File: config.mk
export PLATFORM = sky130hd
export DESIGN_NAME = accel_stroke_detector_flat
export DESIGN_NICKNAME = d
export VERILOG_FILES = /design/src/hdl/asd_pkg.sv /design/src/hdl/asd_in_if.sv /design/src/hdl/asd_out_if.sv /design/src/hdl/asd_cfg_if.sv /design/src/hdl/accel_stroke_detector.sv /design/src/hdl/asd_magnitude.sv /design/src/hdl/asd_filter.sv /design/src/hdl/asd_divider.sv /design/src/flat_wrapper.sv
export SDC_FILE = /design/constraint.sdc
export NUM_CORES = 2
export LEC_CHECK = 0
export CORE_MARGIN = 2
export CORE_UTILIZATION = 30
export CTS_CLUSTER_SIZE = 12
export DETAILED_ROUTE_END_ITERATION = 10
export DONT_BUFFER_PORTS = 1
export GPL_TIMING_DRIVEN = 0
export SYNTH_ARGS = -nofsm -noshare
export SYNTH_HDL_FRONTEND = slang
export SYNTH_HIERARCHICAL = 1
export SYNTH_SLANG_ARGS = --single-unit
File: constraint.sdc
create_clock -name i_clk -period 7.2 [get_ports i_clk]
set_input_delay 0.72 -clock i_clk [delete_from_list [all_inputs] [get_ports i_clk]]
set_output_delay 0.72 -clock i_clk [all_outputs]
set_load 0.01 [all_outputs]
File: src/hdl/asd_pkg.sv
`default_nettype none

package asd_pkg;

    // Field widths
    localparam int AXIS_W    = 16;
    localparam int CFG_W     = 16;
    localparam int CFG_IDX_W = 3;
    localparam int TIME_W    = 32;
    localparam int COUNT_W   = 32;
    localparam int RATE_W    = 16;

    // Magnitude path
    localparam int SQ_W      = 2 * AXIS_W;
    localparam int ROOT_W    = SQ_W / 2;
    localparam int REM_W     = ROOT_W + 2;
    localparam int STEP_W    = $clog2(AXIS_W);

    // Averaging path, signed fixed point with FRAC_BITS fraction bits
    localparam int FRAC_BITS = 8;
    localparam int BAL_W     = CFG_W + 1;
    localparam int TGT_W     = BAL_W + FRAC_BITS;
    localparam int ACC_W     = 26;
    localparam int DIFF_W    = ACC_W + 1;
    localparam int WGT_W     = CFG_W;
    localparam int PROD_W    = DIFF_W + WGT_W;
    localparam int LEVEL_W   = ACC_W - FRAC_BITS - 1;

    // Register indexes
    localparam logic [CFG_IDX_W-1:0] REG_REST   = 3'd0;
    localparam logic [CFG_IDX_W-1:0] REG_HIGH   = 3'd1;
    localparam logic [CFG_IDX_W-1:0] REG_LOW    = 3'd2;
    localparam logic [CFG_IDX_W-1:0] REG_MINIVL = 3'd3;
    localparam logic [CFG_IDX_W-1:0] REG_WEIGHT = 3'd4;
    localparam logic [CFG_IDX_W-1:0] REG_RATENUM = 3'd5;

    // Register reset values
    localparam logic [CFG_W-1:0] RST_REST    = 16'd4132;
    localparam logic [CFG_W-1:0] RST_HIGH    = 16'd1000;
    localparam logic [CFG_W-1:0] RST_LOW     = 16'd700;
    localparam logic [CFG_W-1:0] RST_MINIVL  = 16'd50;
    localparam logic [CFG_W-1:0] RST_WEIGHT  = 16'd9830;
    localparam logic [CFG_W-1:0] RST_RATENUM = 16'd3000;

    typedef logic signed [AXIS_W-1:0] t_axis;
    typedef logic [TIME_W-1:0]        t_ticks;
    typedef logic [CFG_W-1:0]         t_cfg;
    typedef logic signed [ACC_W-1:0]  t_acc;

endpackage

`default_nettype wire

File: src/hdl/asd_in_if.sv
`default_nettype none

interface asd_in_if import asd_pkg::*; ();
    logic   valid;
    logic   ready;
    t_axis  accel_x;
    t_axis  accel_y;
    t_axis  accel_z;
    t_ticks now_ticks;

    modport source (output valid, output accel_x, output accel_y, output accel_z,
                    output now_ticks, input ready);
    modport sink   (input valid, input accel_x, input accel_y, input accel_z,
                    input now_ticks, output ready);
endinterface

`default_nettype wire

File: src/hdl/asd_out_if.sv
`default_nettype none

interface asd_out_if import asd_pkg::*; ();
    logic                      valid;
    logic                      ready;
    logic                      stroke_seen;
    logic [COUNT_W-1:0]        stroke_total;
    logic [RATE_W-1:0]         strokes_per_minute;
    logic                      armed_now;
    logic signed [LEVEL_W-1:0] smoothed_level;

    modport source (output valid, output stroke_seen, output stroke_total,
                    output strokes_per_minute, output armed_now,
                    output smoothed_level, input ready);
    modport sink   (input valid, input stroke_seen, input stroke_total,
                    input strokes_per_minute, input armed_now,
                    input smoothed_level, output ready);
endinterface

`default_nettype wire

File: src/hdl/asd_cfg_if.sv
`default_nettype none

interface asd_cfg_if import asd_pkg::*; ();
    logic                 valid;
    logic                 ready;
    logic [CFG_IDX_W-1:0] index;
    t_cfg                 data;

    modport source (output valid, output index, output data, input ready);
    modport sink   (input valid, input index, input data, output ready);
endinterface

`default_nettype wire

File: src/hdl/accel_stroke_detector.sv
// Stroke detector for a three-axis accelerometer. Each input beat carries one
// raw sample and the tick count; each produces exactly one result beat with the
// stroke flag, stroke count, last rate, armed flag and the integer part of the
// smoothed level. One sample is worked on at a time: the magnitude comes from a
// bit-serial sum of squares followed by a bit-serial square root, the averaging
// update runs in the shift-add multiplier, and a stroke after the first adds the
// serial divider and its hand-over. The next sample is taken the cycle after the
// result has moved to the output register; a result waiting in a full output
// register holds off the input. Registers may be written whenever no sample is
// in flight; there is no start-up clearing pass.
`default_nettype none

module accel_stroke_detector import asd_pkg::*; (
    input  logic      i_clk,
    input  logic      i_rst_n,
    asd_in_if.sink    i_in,
    asd_out_if.source o_out,
    asd_cfg_if.sink   i_cfg
);

    localparam logic [2:0] ST_IDLE = 3'd0;
    localparam logic [2:0] ST_MAG  = 3'd1;
    localparam logic [2:0] ST_FILT = 3'd2;
    localparam logic [2:0] ST_DIV  = 3'd3;
    localparam logic [2:0] ST_OUT  = 3'd4;

    logic [2:0]         r_state, n_state;
    t_cfg               r_rest, r_high, r_low, r_minivl, r_weight, r_ratenum;
    logic               r_armed;
    logic               r_stroke_valid;
    logic               r_seen;
    t_ticks             r_last;
    t_ticks             r_now;
    logic [COUNT_W-1:0] r_count;
    logic [RATE_W-1:0]  r_rate;
    logic               r_out_valid;

    logic                      r_out_seen;
    logic [COUNT_W-1:0]        r_out_total;
    logic [RATE_W-1:0]         r_out_rate;
    logic                      r_out_armed;
    logic signed [LEVEL_W-1:0] r_out_level;

    logic                    in_accept;
    logic                    slot_free;
    logic                    mag_done;
    logic [ROOT_W-1:0]       mag_root;
    logic                    filt_start;
    logic                    filt_done;
    t_acc                    acc;
    logic signed [BAL_W-1:0] bal;
    logic signed [TGT_W-1:0] target;
    logic                    div_start;
    logic                    div_done;
    logic [RATE_W-1:0]       div_quot;
    t_ticks                  interval;
    t_acc                    hi_lvl, lo_lvl;
    logic                    hit;
    logic                    rearm;
    logic                    decide;

    assign in_accept   = i_in.valid && i_in.ready;
    assign i_in.ready  = (r_state == ST_IDLE);
    assign i_cfg.ready = 1'b1;
    assign slot_free   = !r_out_valid || o_out.ready;

    // Rest subtraction and threshold decision
    always_comb begin
        bal      = $signed({1'b0, mag_root}) - $signed({1'b0, r_rest});
        target   = {bal, {FRAC_BITS{1'b0}}};
        interval = r_now - r_last;
        hi_lvl   = $signed({{(ACC_W-CFG_W-FRAC_BITS){1'b0}}, r_high, {FRAC_BITS{1'b0}}});
        lo_lvl   = $signed({{(ACC_W-CFG_W-FRAC_BITS){1'b0}}, r_low, {FRAC_BITS{1'b0}}});
        hit      = r_armed && (acc > hi_lvl) && (interval > TIME_W'(r_minivl));
        rearm    = !r_armed && (acc < lo_lvl);
        decide   = (r_state == ST_FILT) && filt_done;
    end

    assign filt_start = (r_state == ST_MAG) && mag_done;
    assign div_start  = decide && hit && r_stroke_valid;

    // Sequencer
    always_comb begin
        n_state = r_state;
        case (r_state)
            ST_IDLE: if (in_accept) n_state = ST_MAG;
            ST_MAG:  if (mag_done) n_state = ST_FILT;
            ST_FILT: begin
                if (filt_done) n_state = div_start ? ST_DIV : ST_OUT;
            end
            ST_DIV:  if (div_done) n_state = ST_OUT;
            ST_OUT:  if (slot_free) n_state = ST_IDLE;
            default: n_state = ST_IDLE;
        endcase
    end

    // Control and detector state
    always_ff @(posedge i_clk) begin
        if (!i_rst_n) begin
            r_state        <= ST_IDLE;
            r_rest         <= RST_REST;
            r_high         <= RST_HIGH;
            r_low          <= RST_LOW;
            r_minivl       <= RST_MINIVL;
            r_weight       <= RST_WEIGHT;
            r_ratenum      <= RST_RATENUM;
            r_armed        <= 1'b0;
            r_stroke_valid <= 1'b0;
            r_seen         <= 1'b0;
            r_last         <= '0;
            r_count        <= '0;
            r_rate         <= '0;
            r_out_valid    <= 1'b0;
        end else begin
            r_state <= n_state;

            // Register writes, unknown indexes dropped
            if (i_cfg.valid) begin
                case (i_cfg.index)
                    REG_REST:    r_rest    <= i_cfg.data;
                    REG_HIGH:    r_high    <= i_cfg.data;
                    REG_LOW:     r_low     <= i_cfg.data;
                    REG_MINIVL:  r_minivl  <= i_cfg.data;
                    REG_WEIGHT:  r_weight  <= i_cfg.data;
                    REG_RATENUM: r_ratenum <= i_cfg.data;
                    default: ;
                endcase
            end

            if (in_accept) r_seen <= 1'b0;

            if (decide) begin
                if (hit) begin
                    r_count        <= r_count + 1'b1;
                    r_last         <= r_now;
                    r_stroke_valid <= 1'b1;
                    r_armed        <= 1'b0;
                    r_seen         <= 1'b1;
                end else if (rearm) begin
                    r_armed <= 1'b1;
                end
            end

            if ((r_state == ST_DIV) && div_done) r_rate <= div_quot;

            // Output slot: fill when free, drop once taken
            if ((r_state == ST_OUT) && slot_free) r_out_valid <= 1'b1;
            else if (o_out.ready)                  r_out_valid <= 1'b0;
        end
    end

    // Payload registers
    always_ff @(posedge i_clk) begin
        if (in_accept) r_now <= i_in.now_ticks;
        if ((r_state == ST_OUT) && slot_free) begin
            r_out_seen  <= r_seen;
            r_out_total <= r_count;
            r_out_rate  <= r_rate;
            r_out_armed <= r_armed;
            r_out_level <= acc[FRAC_BITS +: LEVEL_W];
        end
    end

    assign o_out.valid              = r_out_valid;
    assign o_out.stroke_seen        = r_out_seen;
    assign o_out.stroke_total       = r_out_total;
    assign o_out.strokes_per_minute = r_out_rate;
    assign o_out.armed_now          = r_out_armed;
    assign o_out.smoothed_level     = r_out_level;

    asd_magnitude u_mag (
        .i_clk   (i_clk),
        .i_rst_n (i_rst_n),
        .i_start (in_accept),
        .i_x     (i_in.accel_x),
        .i_y     (i_in.accel_y),
        .i_z     (i_in.accel_z),
        .o_done  (mag_done),
        .o_root  (mag_root)
    );

    asd_filter u_filt (
        .i_clk    (i_clk),
        .i_rst_n  (i_rst_n),
        .i_start  (filt_start),
        .i_target (target),
        .i_weight (r_weight),
        .o_done   (filt_done),
        .o_acc    (acc)
    );

    asd_divider u_div (
        .i_clk   (i_clk),
        .i_rst_n (i_rst_n),
        .i_start (div_start),
        .i_num   (r_ratenum),
        .i_den   (interval),
        .o_done  (div_done),
        .o_quot  (div_quot)
    );

endmodule

`default_nettype wire

File: src/hdl/asd_magnitude.sv
`default_nettype none

module asd_magnitude import asd_pkg::*; (
    input  logic              i_clk,
    input  logic              i_rst_n,
    input  logic              i_start,
    input  t_axis             i_x,
    input  t_axis             i_y,
    input  t_axis             i_z,
    output logic              o_done,
    output logic [ROOT_W-1:0] o_root
);

    localparam logic [STEP_W-1:0] LAST_STEP = STEP_W'(AXIS_W - 1);

    function automatic logic [AXIS_W-1:0] abs_axis(input t_axis v);
        logic [AXIS_W-1:0] neg;
        neg = AXIS_W'(-v);
        return v[AXIS_W-1] ? neg : AXIS_W'(v);
    endfunction

    logic              r_busy;
    logic              r_root_phase;
    logic              r_done;
    logic [STEP_W-1:0] r_step;
    logic [AXIS_W-1:0] r_ax, r_ay, r_az;
    logic [AXIS_W-1:0] r_bx, r_by, r_bz;
    logic [SQ_W-1:0]   r_sum;
    logic [REM_W-1:0]  r_rem;
    logic [ROOT_W-1:0] r_root;

    logic [SQ_W-1:0]   partial;
    logic [REM_W-1:0]  rem_sh;
    logic [REM_W-1:0]  trial;
    logic              fits;

    // One multiplier bit of each square, one root bit per step
    always_comb begin
        partial = (r_bx[AXIS_W-1] ? SQ_W'(r_ax) : '0)
                + (r_by[AXIS_W-1] ? SQ_W'(r_ay) : '0)
                + (r_bz[AXIS_W-1] ? SQ_W'(r_az) : '0);
        rem_sh  = {r_rem[REM_W-3:0], r_sum[SQ_W-1 -: 2]};
        trial   = {r_root, 2'b01};
        fits    = (rem_sh >= trial);
    end

    // Sequence: square phase, then root phase
    always_ff @(posedge i_clk) begin
        if (!i_rst_n) begin
            r_busy       <= 1'b0;
            r_root_phase <= 1'b0;
            r_done       <= 1'b0;
            r_step       <= '0;
        end else begin
            r_done <= 1'b0;
            if (i_start) begin
                r_busy       <= 1'b1;
                r_root_phase <= 1'b0;
                r_step       <= LAST_STEP;
            end else if (r_busy) begin
                r_step <= r_step - 1'b1;
                if (r_step == '0) begin
                    if (!r_root_phase) begin
                        r_root_phase <= 1'b1;
                        r_step       <= LAST_STEP;
                    end else begin
                        r_busy <= 1'b0;
                        r_done <= 1'b1;
                    end
                end
            end
        end
    end

    // Datapath shift registers
    always_ff @(posedge i_clk) begin
        if (i_start) begin
            r_ax   <= abs_axis(i_x);
            r_ay   <= abs_axis(i_y);
            r_az   <= abs_axis(i_z);
            r_bx   <= abs_axis(i_x);
            r_by   <= abs_axis(i_y);
            r_bz   <= abs_axis(i_z);
            r_sum  <= '0;
            r_rem  <= '0;
            r_root <= '0;
        end else if (r_busy) begin
            if (!r_root_phase) begin
                r_sum <= {r_sum[SQ_W-2:0], 1'b0} + partial;
                r_bx  <= {r_bx[AXIS_W-2:0], 1'b0};
                r_by  <= {r_by[AXIS_W-2:0], 1'b0};
                r_bz  <= {r_bz[AXIS_W-2:0], 1'b0};
            end else begin
                r_sum  <= {r_sum[SQ_W-3:0], 2'b00};
                r_rem  <= fits ? (rem_sh - trial) : rem_sh;
                r_root <= {r_root[ROOT_W-2:0], fits};
            end
        end
    end

    assign o_done = r_done;
    assign o_root = r_root;

endmodule

`default_nettype wire

File: src/hdl/asd_filter.sv
`default_nettype none

module asd_filter import asd_pkg::*; (
    input  logic                    i_clk,
    input  logic                    i_rst_n,
    input  logic                    i_start,
    input  logic signed [TGT_W-1:0] i_target,
    input  logic [WGT_W-1:0]        i_weight,
    output logic                    o_done,
    output t_acc                    o_acc
);

    localparam logic [STEP_W-1:0] LAST_STEP = STEP_W'(WGT_W - 1);

    logic                     r_busy;
    logic                     r_update;
    logic                     r_done;
    logic [STEP_W-1:0]        r_step;
    t_acc                     r_acc;
    logic signed [DIFF_W-1:0] r_diff;
    logic [WGT_W-1:0]         r_wgt;
    logic signed [PROD_W-1:0] r_prod;

    logic signed [PROD_W-1:0] addend;
    logic signed [PROD_W-1:0] step_out;

    // Shift-add over the weight, most significant bit first
    always_comb begin
        addend   = r_wgt[WGT_W-1] ? PROD_W'(r_diff) : '0;
        step_out = (r_prod <<< 1) + addend;
    end

    always_ff @(posedge i_clk) begin
        if (!i_rst_n) begin
            r_busy   <= 1'b0;
            r_update <= 1'b0;
            r_done   <= 1'b0;
            r_step   <= '0;
            r_acc    <= '0;
        end else begin
            r_done   <= 1'b0;
            r_update <= 1'b0;
            if (i_start) begin
                r_busy <= 1'b1;
                r_step <= LAST_STEP;
            end else if (r_busy) begin
                r_step <= r_step - 1'b1;
                if (r_step == '0) begin
                    r_busy   <= 1'b0;
                    r_update <= 1'b1;
                end
            end
            // Fold the scaled difference into the average
            if (r_update) begin
                r_acc  <= r_acc + ACC_W'(r_prod >>> WGT_W);
                r_done <= 1'b1;
            end
        end
    end

    always_ff @(posedge i_clk) begin
        if (i_start) begin
            r_diff <= DIFF_W'(i_target) - DIFF_W'(r_acc);
            r_wgt  <= i_weight;
            r_prod <= '0;
        end else if (r_busy) begin
            r_prod <= step_out;
            r_wgt  <= {r_wgt[WGT_W-2:0], 1'b0};
        end
    end

    assign o_done = r_done;
    assign o_acc  = r_acc;

endmodule

`default_nettype wire

File: src/hdl/asd_divider.sv
`default_nettype none

module asd_divider import asd_pkg::*; (
    input  logic              i_clk,
    input  logic              i_rst_n,
    input  logic              i_start,
    input  logic [RATE_W-1:0] i_num,
    input  t_ticks            i_den,
    output logic              o_done,
    output logic [RATE_W-1:0] o_quot
);

    localparam logic [STEP_W-1:0] LAST_STEP = STEP_W'(RATE_W - 1);

    logic              r_busy;
    logic              r_done;
    logic [STEP_W-1:0] r_step;
    logic [RATE_W-1:0] r_num;
    t_ticks            r_den;
    logic [RATE_W-1:0] r_rem;
    logic [RATE_W-1:0] r_quot;

    logic [RATE_W:0]   rem_sh;
    logic              ge;
    logic [RATE_W:0]   diff;

    // One quotient bit per step, restoring
    always_comb begin
        rem_sh = {r_rem, r_num[RATE_W-1]};
        ge     = (TIME_W'(rem_sh) >= r_den);
        diff   = rem_sh - (RATE_W+1)'(r_den);
    end

    always_ff @(posedge i_clk) begin
        if (!i_rst_n) begin
            r_busy <= 1'b0;
            r_done <= 1'b0;
            r_step <= '0;
        end else begin
            r_done <= 1'b0;
            if (i_start) begin
                r_busy <= 1'b1;
                r_step <= LAST_STEP;
            end else if (r_busy) begin
                r_step <= r_step - 1'b1;
                if (r_step == '0) begin
                    r_busy <= 1'b0;
                    r_done <= 1'b1;
                end
            end
        end
    end

    always_ff @(posedge i_clk) begin
        if (i_start) begin
            r_num  <= i_num;
            r_den  <= i_den;
            r_rem  <= '0;
            r_quot <= '0;
        end else if (r_busy) begin
            r_num  <= {r_num[RATE_W-2:0], 1'b0};
            r_rem  <= ge ? diff[RATE_W-1:0] : rem_sh[RATE_W-1:0];
            r_quot <= {r_quot[RATE_W-2:0], ge};
        end
    end

    assign o_done = r_done;
    assign o_quot = r_quot;

endmodule

`default_nettype wire

File: src/flat_wrapper.sv
// flat-port wrapper written by rule: the top's interface ports become plain ports
module accel_stroke_detector_flat import asd_pkg::*;
  (i_clk, i_rst_n, i_in_valid, i_in_accel_x, i_in_accel_y, i_in_accel_z, i_in_now_ticks, i_in_ready, o_out_valid, o_out_stroke_seen, o_out_stroke_total, o_out_strokes_per_minute, o_out_armed_now, o_out_smoothed_level, o_out_ready, i_cfg_valid, i_cfg_index, i_cfg_data, i_cfg_ready);
  asd_in_if i_in_i ();
  asd_out_if o_out_i ();
  asd_cfg_if i_cfg_i ();
  input  logic i_clk;
  input  logic i_rst_n;
  input wire logic [$bits(i_in_i.valid)-1:0] i_in_valid;
  input wire logic [$bits(i_in_i.accel_x)-1:0] i_in_accel_x;
  input wire logic [$bits(i_in_i.accel_y)-1:0] i_in_accel_y;
  input wire logic [$bits(i_in_i.accel_z)-1:0] i_in_accel_z;
  input wire logic [$bits(i_in_i.now_ticks)-1:0] i_in_now_ticks;
  output wire logic [$bits(i_in_i.ready)-1:0] i_in_ready;
  output wire logic [$bits(o_out_i.valid)-1:0] o_out_valid;
  output wire logic [$bits(o_out_i.stroke_seen)-1:0] o_out_stroke_seen;
  output wire logic [$bits(o_out_i.stroke_total)-1:0] o_out_stroke_total;
  output wire logic [$bits(o_out_i.strokes_per_minute)-1:0] o_out_strokes_per_minute;
  output wire logic [$bits(o_out_i.armed_now)-1:0] o_out_armed_now;
  output wire logic [$bits(o_out_i.smoothed_level)-1:0] o_out_smoothed_level;
  input wire logic [$bits(o_out_i.ready)-1:0] o_out_ready;
  input wire logic [$bits(i_cfg_i.valid)-1:0] i_cfg_valid;
  input wire logic [$bits(i_cfg_i.index)-1:0] i_cfg_index;
  input wire logic [$bits(i_cfg_i.data)-1:0] i_cfg_data;
  output wire logic [$bits(i_cfg_i.ready)-1:0] i_cfg_ready;
  assign i_in_i.valid = i_in_valid;
  assign i_in_i.accel_x = i_in_accel_x;
  assign i_in_i.accel_y = i_in_accel_y;
  assign i_in_i.accel_z = i_in_accel_z;
  assign i_in_i.now_ticks = i_in_now_ticks;
  assign i_in_ready = i_in_i.ready;
  assign o_out_valid = o_out_i.valid;
  assign o_out_stroke_seen = o_out_i.stroke_seen;
  assign o_out_stroke_total = o_out_i.stroke_total;
  assign o_out_strokes_per_minute = o_out_i.strokes_per_minute;
  assign o_out_armed_now = o_out_i.armed_now;
  assign o_out_smoothed_level = o_out_i.smoothed_level;
  assign o_out_i.ready = o_out_ready;
  assign i_cfg_i.valid = i_cfg_valid;
  assign i_cfg_i.index = i_cfg_index;
  assign i_cfg_i.data = i_cfg_data;
  assign i_cfg_ready = i_cfg_i.ready;
  accel_stroke_detector u_core (.i_clk(i_clk), .i_rst_n(i_rst_n), .i_in(i_in_i), .o_out(o_out_i), .i_cfg(i_cfg_i));
endmodule
==> out/qor.txt <==
Final hold violation count: 0
Startpoint Class: flop
Setup TNS: 0 ps
Critical-path top delay cell: or4_4
H-tree depth: 3
Slew @ Worst Pin: 1030 ps
Area grow syn2layout: 12.7%
Setup WS post-layout: 344 ps
Initial antenna violation count: 3
WL per Instance: 17.4 um
Via count of the first global-routing pass: 28300
Cells after synthesis: 4040
Area fraction of the dominant cell type after synthesis: 23.0%
Total grt overflow: 0
Non-Filler Instances: 5832
Status: complete, no violations
Post-route ant nets: 0
Diode count: 0
Finished layout cell area: 0.0421 sq mm
Final setup vio count: 0
Clk slew on worst S/H paths: 60 ps
Die H: 357 um
Hold_sp: i_in_accel_z[0]
Clk sinks: 653
Total wire length: 102000 um
Clock latency on the worst-skew pair: 670 ps
Hold path depth: 0
R2R depth: 24
Fill cell count: 12800
Mapped Avg Cell Area: 9.24 sq um
Global-route wire length before repair: 161000 um
CP Capture Type: flop
Mapped cell area: 0.0373 sq mm
Post-synth top area cell: edfxtp_1
Worst r2r dst: u_core/u_div/r_num[15]$_DFFE_PP_
Seq/Total Area, Yosys: 42.7%
Slew Limit Fails: 0
# rows: 129
Initial Util: 30.2%
CTS hold repair buffers: 0
GP Congestion: 0.895
Floorplan core area: 0.124 sq mm
CTS Buf Count: 76
Crit path time final: 6860 ps
Post-Place Cell Area: 0.0396 sq mm
Worst ir drop on vdd: 0.182 mV
Period utilization: 95.2%
# IOs: 174
Reg2reg start: u_core/r_now[0]$_DFFE_PP_
Vias: 29400
CP max stage delay: 570 ps
Fmax: 0.146 GHz
Layout cells sized above 1: 6.98%
Crit path kind: flop to flop
Leakage dissipation: 15.6 nW
Final Util: 34.0%
# nets final: 4522
Die width: 357 um
Max cap viols: 0
Die area: 0.127 sq mm
Vias per std cell: 5.05
Sequential cell area: 0.0159 sq mm
Multi-input logic area: 0.0197 sq mm
Pre-CTS setup slack: -260 ps
CTS tree: built
Synth unique cells: 109
Async S/R FF share, synth: 0%
Largest net degree at the start of global routing: 63
Main flop type after synthesis: dfxtp_1
Ranking of synthesized cells by area: edfxtp_1 (23%), dfxtp_1 (20%), ha_1 (8.2%)
Req. time, crit path: 7620 ps
Detailed-placement wirelength estimate: 76700 um
IO Port Bufs: 0
Placed insts: 5692
Number of synthesized flops with an enable pin: 286
Clock root cell: clkbuf_16
Yosys reg bits: 653
Worst slew margin: 31.5%
CP Data Arrival Time: 7270 ps
CTS max path bufs: 3
Min-delay worst type: input port to flop
1st-iter DRT viols: 2260
Flop-to-flop setup slack: 340 ps
Total global-route track usage: 15.8%
WHS Endpoint: u_core/u_mag/r_az[0]$_DFFE_PP_
Clock Skew: 45.8 ps
Synth Warn #: 6
CP Max Fanout: 33
Power per cell area: 222 mW/mm^2
RSZ-0062 raised after global routing: false
Cells along the critical path: inv_1 > ha_1 > fa_1 > nand2b_1 > a211oi_1 > o21ai_0 > nand2_1 > o21a_1 > nor2_1 > xnor2_1 > ha_1 > nand4_1 > nor4_1 > nand2_1 > a221oi_1 > or4b_1 > or4_4 > o21ai_4 > buf_4 > nor2_4 > buf_12 > clkbuf_1 > buf_1 > mux2_2
DRT Pass-1 Iters: 5
Drt drc: 0
per-stage QoR:
stage | power [mW] | hold slack [ps]
after global routing | 9.81 | 122
after floorplan | 5.24 | 408
after detailed placement | 5.58 | 420
final | 9.36 | 158
after global placement | 5.56 | 414
after CTS | 9.46 | 110
synthesized netlist by cell type, drive strengths merged, types with 41 or more instances:
library cell	n
ha	244
clkbuf	119
inv	287
nor2	275
xnor2	112
nand3	128
o21ai	192
and3	42
nor4	41
a21oi	318
dfxtp	367
nand2	546
buf	55
mux2	77
xor2	83
a21o	77
nor3	49
edfxtp	286
o211ai	46
o21a	46
mux2i	59
and2	56
final cells by class:
class,count,area share [%]
repair buffers,10,0.363
well taps,1637,4.87
clock buffers,107,5.19
inverters,288,2.58
clock inverters,30,0.699
flip-flops and latches,653,37.9
multi-input cells,2933,46.7
plain buffers,174,1.71
cell families after synthesis:
| family | synth area share (%) |
|---|---|
| compound gates | 16.9 |
| xor+xnor | 4.57 |
| fa+ha+maj | 10.2 |
| buf+inv | 4.82 |
| flops | 42.7 |
| mux | 3.90 |
| other cells | 0.0201 |
| simple gates | 16.9 |
metal layers:
metal | up-vias | global-route usage (%) | share of wire [%]
met5 | - | 0 | 0
met4 | 0 | 3.88 | 2.0
met3 | 123 | 2.55 | 5.2
met2 | 684 | 25.3 | 45
met1 | 14000 | 22.2 | 48
li1 | 14600 | - | -
where the power goes:
group          total (mW)  internal (mW)  switching, mW
registers            4.11           4.02         0.0844
logic                1.41          0.562          0.846
clock network        3.85           2.21           1.64
total                9.36           6.80           2.57
critical path: cells and delay by family (launching register included):
| kind | cells | cell delay [ps] |
|---|---|---|
| buffers and inverters | 5 | 1190 |
| XOR/XNOR | 1 | 310 |
| flip-flops | 1 | 320 |
| adder cells (fa/ha/maj) | 3 | 800 |
| AND/OR/NAND/NOR | 9 | 2290 |
| multiplexers | 1 | 380 |
| AO/OA/AOI/OAI | 5 | 1280 |
flip-flops by register name (all words and copies together), names as in the netlist, 17 cells and up:
register                     flops
u_core/r_now                    32
u_core/o_out.smoothed_level     17
u_core/u_div/r_den              32
u_core/r_last                   32
u_core/u_filt/o_acc             26
u_core/u_mag/r_sum              32
u_core/r_count                  32
u_core/u_filt/r_diff            27
u_core/u_filt/r_prod            42
u_core/o_out.stroke_total       32
layout by cell type, fill, tap and decap left out, types with 128 or more instances in the layout:
cell type and instances:
nand2_1 546, dfxtp_1 367, a21oi_1 316, inv_1 286
edfxtp_1 286, nor2_1 272, ha_1 244, o21ai_0 169
clkbuf_1 135, nand3_1 128
worst max path at each step:
stage	endpoint	from	slack, ps	cells after the start
6_report	u_core/u_div/r_num[15]$_DFFE_PP_	u_core/r_now[0]$_DFFE_PP_	340	24
3_5_place_dp	u_core/u_div/r_num[8]$_DFFE_PP_	u_core/r_now[0]$_DFFE_PP_	-260	24
2_1_floorplan	u_core/u_div/r_num[12]$_DFFE_PP_	u_core/r_now[0]$_DFFE_PP_	1000	24
4_1_cts	u_core/u_div/r_num[7]$_DFFE_PP_	u_core/r_now[0]$_DFFE_PP_	50	25
5_1_grt	u_core/u_div/r_num[15]$_DFFE_PP_	u_core/r_now[0]$_DFFE_PP_	30	24
3_3_place_gp	u_core/u_div/r_num[15]$_DFFE_PP_	u_core/r_now[0]$_DFFE_PP_	-1310	23
timing repair:
item	CTS	global route
setup endpoints to repair	16	64
pin swaps	0	1
gates cloned	0	0
setup buffers	1	2
gates resized for setup	2	1
No activity file was read; power rests on OpenSTA's default activity.
